### src/rtl/core/abdcf_pkg.sv
package abdcf_pkg;

	localparam int GRID_MAX = 256;
	localparam int CFG_IDX_W = 3;
	localparam logic signed [13:0] LOG2E_Q12 = 14'sd5909;

	localparam logic [CFG_IDX_W-1:0] REG_HSTRIDE = 3'd0;
	localparam logic [CFG_IDX_W-1:0] REG_WSTRIDE = 3'd1;
	localparam logic [CFG_IDX_W-1:0] REG_IMG_H   = 3'd2;
	localparam logic [CFG_IDX_W-1:0] REG_IMG_W   = 3'd3;
	localparam logic [CFG_IDX_W-1:0] REG_MIN_SZ  = 3'd4;

	typedef struct packed {
		logic signed [15:0] anchor_left;
		logic signed [15:0] anchor_top;
		logic signed [15:0] anchor_right;
		logic signed [15:0] anchor_bottom;
		logic [7:0]         grid_row;
		logic [7:0]         grid_col;
		logic signed [15:0] delta_cx;
		logic signed [15:0] delta_cy;
		logic signed [15:0] delta_logw;
		logic signed [15:0] delta_logh;
	} req_t;

	typedef struct packed {
		logic [15:0] box_left;
		logic [15:0] box_top;
		logic [15:0] box_right;
		logic [15:0] box_bottom;
		logic        keep;
	} rsp_t;

	function automatic logic [17:0] pow2_tab(input logic [4:0] k);
		logic [17:0] v;
		case (k)
			5'd0: v = 18'd65536;
			5'd1: v = 18'd68438;
			5'd2: v = 18'd71468;
			5'd3: v = 18'd74632;
			5'd4: v = 18'd77936;
			5'd5: v = 18'd81386;
			5'd6: v = 18'd84990;
			5'd7: v = 18'd88752;
			5'd8: v = 18'd92682;
			5'd9: v = 18'd96785;
			5'd10: v = 18'd101070;
			5'd11: v = 18'd105545;
			5'd12: v = 18'd110218;
			5'd13: v = 18'd115098;
			5'd14: v = 18'd120194;
			5'd15: v = 18'd125515;
			default: v = 18'd131072;
		endcase
		return v;
	endfunction

endpackage

### src/rtl/core/abdcf_axis.sv
module abdcf_axis (
	input  logic               clk,
	input  logic [5:0]         adv,
	input  logic signed [24:0] lo,
	input  logic signed [24:0] hi,
	input  logic signed [15:0] d,
	input  logic signed [15:0] dlog,
	input  logic [15:0]        lim,
	output logic [15:0]        out_lo,
	output logic [15:0]        out_hi
);

	logic signed [17:0] size_s2;
	logic signed [25:0] sum_s2;
	logic signed [15:0] d_s2;
	logic signed [28:0] t_s2;
	logic signed [17:0] size_s3;
	logic signed [25:0] sum_s3;
	logic signed [33:0] dsz_s3;
	logic [4:0]         sh_s3;
	logic [3:0]         ti_s3;
	logic [19:0]        r_s3;
	logic signed [17:0] size_s4;
	logic signed [25:0] sum_s4;
	logic signed [33:0] dsz_s4;
	logic [4:0]         sh_s4;
	logic [17:0]        m_s4;
	logic signed [36:0] sm_s5;
	logic [4:0]         sh_s5;
	logic signed [63:0] ctr_s5;
	logic signed [63:0] ctr_s6;
	logic signed [63:0] nsz_s6;
	logic [15:0]        lo_s7;
	logic [15:0]        hi_s7;

	logic signed [28:0] u;
	logic [17:0]        ta;
	logic [17:0]        tb;
	logic [32:0]        ip;

	function automatic logic [15:0] clip(input logic signed [63:0] v, input logic [15:0] l);
		logic signed [63:0] q;
		if (v <= 64'sd0) begin
			return 16'd0;
		end
		q = (v + (64'sd1 <<< 28)) >>> 29;
		if (q > $signed({48'd0, l})) begin
			return l;
		end
		return q[15:0];
	endfunction

	assign u  = t_s2 + (29'sd12 <<< 24);
	assign ta = abdcf_pkg::pow2_tab({1'b0, ti_s3});
	assign tb = abdcf_pkg::pow2_tab({1'b0, ti_s3} + 5'd1);
	assign ip = (33'(tb) - 33'(ta)) * 33'(r_s3);

	always_ff @(posedge clk) begin
		if (adv[0]) begin
			size_s2 <= 18'(hi - lo);
			sum_s2  <= 26'(hi) + 26'(lo);
			d_s2    <= d;
			t_s2    <= 29'(dlog) * 29'(abdcf_pkg::LOG2E_Q12);
		end
		if (adv[1]) begin
			size_s3 <= size_s2;
			sum_s3  <= sum_s2;
			dsz_s3  <= 34'(d_s2) * 34'(size_s2);
			sh_s3   <= u[28:24];
			ti_s3   <= u[23:20];
			r_s3    <= u[19:0];
		end
		if (adv[2]) begin
			size_s4 <= size_s3;
			sum_s4  <= sum_s3;
			dsz_s4  <= dsz_s3;
			sh_s4   <= sh_s3;
			m_s4    <= ta + 18'(ip >> 20);
		end
		if (adv[3]) begin
			sm_s5  <= 37'(size_s4) * $signed({19'd0, m_s4});
			sh_s5  <= sh_s4;
			ctr_s5 <= (64'(sum_s4) <<< 28) + (64'(dsz_s4) <<< 17);
		end
		if (adv[4]) begin
			ctr_s6 <= ctr_s5;
			nsz_s6 <= 64'(sm_s5) <<< sh_s5;
		end
		if (adv[5]) begin
			lo_s7 <= clip(ctr_s6 - nsz_s6, lim);
			hi_s7 <= clip(ctr_s6 + nsz_s6, lim);
		end
	end

	assign out_lo = lo_s7;
	assign out_hi = hi_s7;

endmodule

### config.mk
export PLATFORM = sky130hd
export DESIGN_NAME = abdcf_axis
export DESIGN_NICKNAME = d
export VERILOG_FILES = /design/src/rtl/core/abdcf_pkg.sv /design/src/rtl/core/abdcf_axis.sv
export SDC_FILE = /design/constraint.sdc
export NUM_CORES = 2
export LEC_CHECK = 0
export ABC_AREA = 1
export BUFFER_PORTS_ARGS = -buffer_cell sky130_fd_sc_hd__buf_2
export CORE_MARGIN = 4
export CORE_UTILIZATION = 61
export CTS_BUF_LIST = sky130_fd_sc_hd__clkbuf_8
export DETAILED_ROUTE_END_ITERATION = 8
export GPL_TIMING_DRIVEN = 0
export PLACE_DENSITY = 0.89
export SLEW_MARGIN = 20
export SYNTH_ARGS = -nofsm -noshare
export SYNTH_HDL_FRONTEND = slang
export SYNTH_SLANG_ARGS = --single-unit
### constraint.sdc
create_clock -name clk -period 11.3 [get_ports clk]
set_clock_uncertainty 0.1 [all_clocks]
set_input_delay 3.39 -clock clk [delete_from_list [all_inputs] [get_ports clk]]
set_output_delay 3.39 -clock clk [all_outputs]
set_load 0.1 [all_outputs]
==> results.ini <==
[status]
status = finished, final reports clean

[route]
viasPerCell = 5.62
initialDrtViolationCount = 5743
drt-pass1-iter-count = 7
drcViolationCount = 0
vias = 61700
wl_mm = 234
route.detailed.wl_per_inst_um = 21.3
postRouteAntennaNets = 0

[hold_path]
hold_path_end = ctr_s6[28]$_DFFE_PP_
min_path_type = flip-flop to flip-flop
min_from = ctr_s5[28]$_DFFE_PP_
hold_path_depth = 0

[clock_network]
cts_buffer_depth = 3
clkTransAtPathRegs_ns = 0.07
postCtsHoldBufs = 0
cts_buffers = 89
cts_sinks = 524
clock_latency_ns = 0.83
cts_tree = built
cts_root_buf = clkbuf_8
htree_levels = 3

[die]
fp.dieW_um = 354
die-height_um = 354
initial_core_util = 0.616
core-area_um2 = 118000
ios = 137
rows = 126
die_area_um2 = 125000

[sta]
final.period_utilization = 0.976
setup_ws_ns = 0.266
timing.final.crit_period_ns = 11.03
tns_ns = 0
setup_viol = 0
slew_viol_final = 0
final-hold-violation-count = 0
relSlewSlack = 0.198
fmax_ghz = 0.0906
whs_ns = 0.299
tightest_slew_ns = 1.19

[yosys]
synth_compound_area_frac = 0.0578
synth_ff_type = edfxtp_1
yosys.area_share.simple = 0.202
synth-adder-area-share = 0.369
seq_area_frac_synth = 0.213
async_reset_ff_frac = 0
synth_edf_count = 508
synthesis.area_um2 = 73000
muxShareOfSynthArea = 0.00494
synth.distinct_cells = 66
ys_seq_elements = 524
ys_warn_count = 0
synth_top_family_by_area = adder cells
syn_nets = 10700
synth_xor_area_frac = 0.0306
synthCells = 9033
syn_avg_cell_area_um2 = 8.08

[worst_setup_path]
cp_num_buf_inv = 8
worst_path_most_repeated_cell = fa_1
cp-startpoint = ti_s3[1]$_DFFE_PP_
crit_path_max_incr_delay_ns = 0.57
rr_worst_depth = 54
startpoint_type = flip-flop
crit_type = flip-flop to flip-flop
worstPathArrival_ns = 11.47
r2r_slack_ns = 0.27
timing.rr.start = ti_s3[1]$_DFFE_PP_
slowest_stage = fa_1
path_delay_family = adder cells
path_max_fanout = 10
worstReg2RegEnd = m_s4[13]$_DFFE_PP_
cp_data_required_time_ns = 11.74
endpoint_kind = flip-flop

[final_layout]
layout.cells.most_common_list = 2,206 x nand2_1, 2,054 x inv_1, 918 x fa_1
final_util = 0.664
final_common_cell = nand2_1
final_net_count = 11000
fill_cells = 9424
drive_gt1_frac = 0.0731
synthToLayoutAreaGrowth_pct = 7.78

[grt]
grt_overflow_total = 0
grt_start_max_net_pins = 78
grt.total_usage = 0.373
grt_pass1_vias = 64000
grt_pass1_wl_mm = 356
antenna_found_initial = 9

[placed_design]
globalplace.congestion = 1.08
portBuffers = 136
dp_hpwl_mm = 195
place_ws_ns = -2.18

[flow_run]
cap_violations = 0

through the flow:
| stage | cell area, µm² | cells |
|---|---|---|
| 2_1_floorplan | 73000 | 9033 |
| 5_1_grt | 78600 | 11000 |
| 6_report | 78600 | 11000 |
| 4_1_cts | 77900 | 10900 |
| 3_5_place_dp | 75800 | 10800 |
| 3_3_place_gp | 75600 | 10800 |
flip-flops by register name (all words and copies together), names as in the netlist, 16 cells and up:
name	count
nsz_s6	64
ctr_s5	38
ctr_s6	38
sm_s5	37
dsz_s3	34
dsz_s4	34
t_s2	29
sum_s4	26
sum_s2	25
sum_s3	25
r_s3	20
m_s4	18
size_s2	18
size_s3	18
size_s4	17
d_s2	16
out_hi	16
out_lo	16
ta	16
synth_stat cells (all sizes together), types with 2 or more instances:
master	instances	area share
a211oi	13	0.0013
a21boi	19	0.0020
a21o	16	0.0016
a21oi	341	0.024
a221oi	3	0.00036
a31oi	15	0.0013
and3	5	0.00043
buf	64	0.0052
clkbuf	195	0.010
clkinv	11	0.00057
dfxtp	16	0.0044
edfxtp	508	0.21
fa	920	0.25
ha	678	0.12
inv	2070	0.11
mux2i	36	0.0049
nand2	2277	0.12
nand3	295	0.022
nand3b	6	0.00062
nand4	130	0.012
nor2	693	0.039
nor3	55	0.0046
nor4	11	0.0010
nor4b	2	0.00024
o211ai	4	0.00048
o21a	6	0.00062
o21ai	307	0.021
o21bai	25	0.0027
o221ai	2	0.00024
o31ai	11	0.0011
o32ai	2	0.00024
or2	39	0.0033
xnor2	62	0.0077
xor2	187	0.023
cell type report:
class                      count  area (µm²)  share of cell area
timing repair buffer         185        1200              0.0152
buffer                       257        1180              0.0150
tap                         1600        2000              0.0255
antenna                        6        15.0            0.000191
multi-input combinational   6169       49000               0.623
inverter                    2081        7850              0.0998
clock inverter                68         593             0.00754
clock buffer                  89        1220              0.0156
sequential                   524       15600               0.198
worst register-to-register path, delay by kind of cell, from the launching register on:
family,cells,cell delay [ns]
and+or+nand+nor,12,1.38
DFF,1,0.45
xor gates and xnor gates,2,0.22
adders and majority gates,12,4.93
buffers and inverters,8,0.83
AOI/OAI and AO/OA,20,2.86
metal layers:
layer | vias to the layer above | routed length (µm) | track usage
met1 | 29400 | 83500 | 0.428
met2 | 3192 | 112000 | 0.632
met3 | 913 | 20300 | 0.0776
met5 | - | 13 | 0
met4 | 2 | 18800 | 0.244
li1 | 28200 | - | -
logic make-up (layout without fill, tap and decap cells):
family	Yosys count	count (layout)
flops	524	524
fa+ha+maj	1598	1598
compound gates	770	770
simple gates	3516	3516
other cells	0	6
mux	36	36
buf+inv	2340	2680
xor+xnor	249	249
worst max-delay path by stage:
stage,end,depth (start not counted)
finish,m_s4[13]$_DFFE_PP_,54
global route,m_s4[15]$_DFFE_PP_,57
floorplan,m_s4[15]$_DFFE_PP_,58
global placement,m_s4[15]$_DFFE_PP_,56
detailed placement,m_s4[15]$_DFFE_PP_,56
CTS,m_s4[15]$_DFFE_PP_,59
timing repair:
item | in CTS | in global routing
buffers inserted | 11 | 32
pin swaps | 10 | 49
setup endpoints to repair | 17 | 11
gates resized for setup | 59 | 128
Power is not shown: default switching activity piles up to over one toggle a cycle in this logic, so the estimate is an artifact.
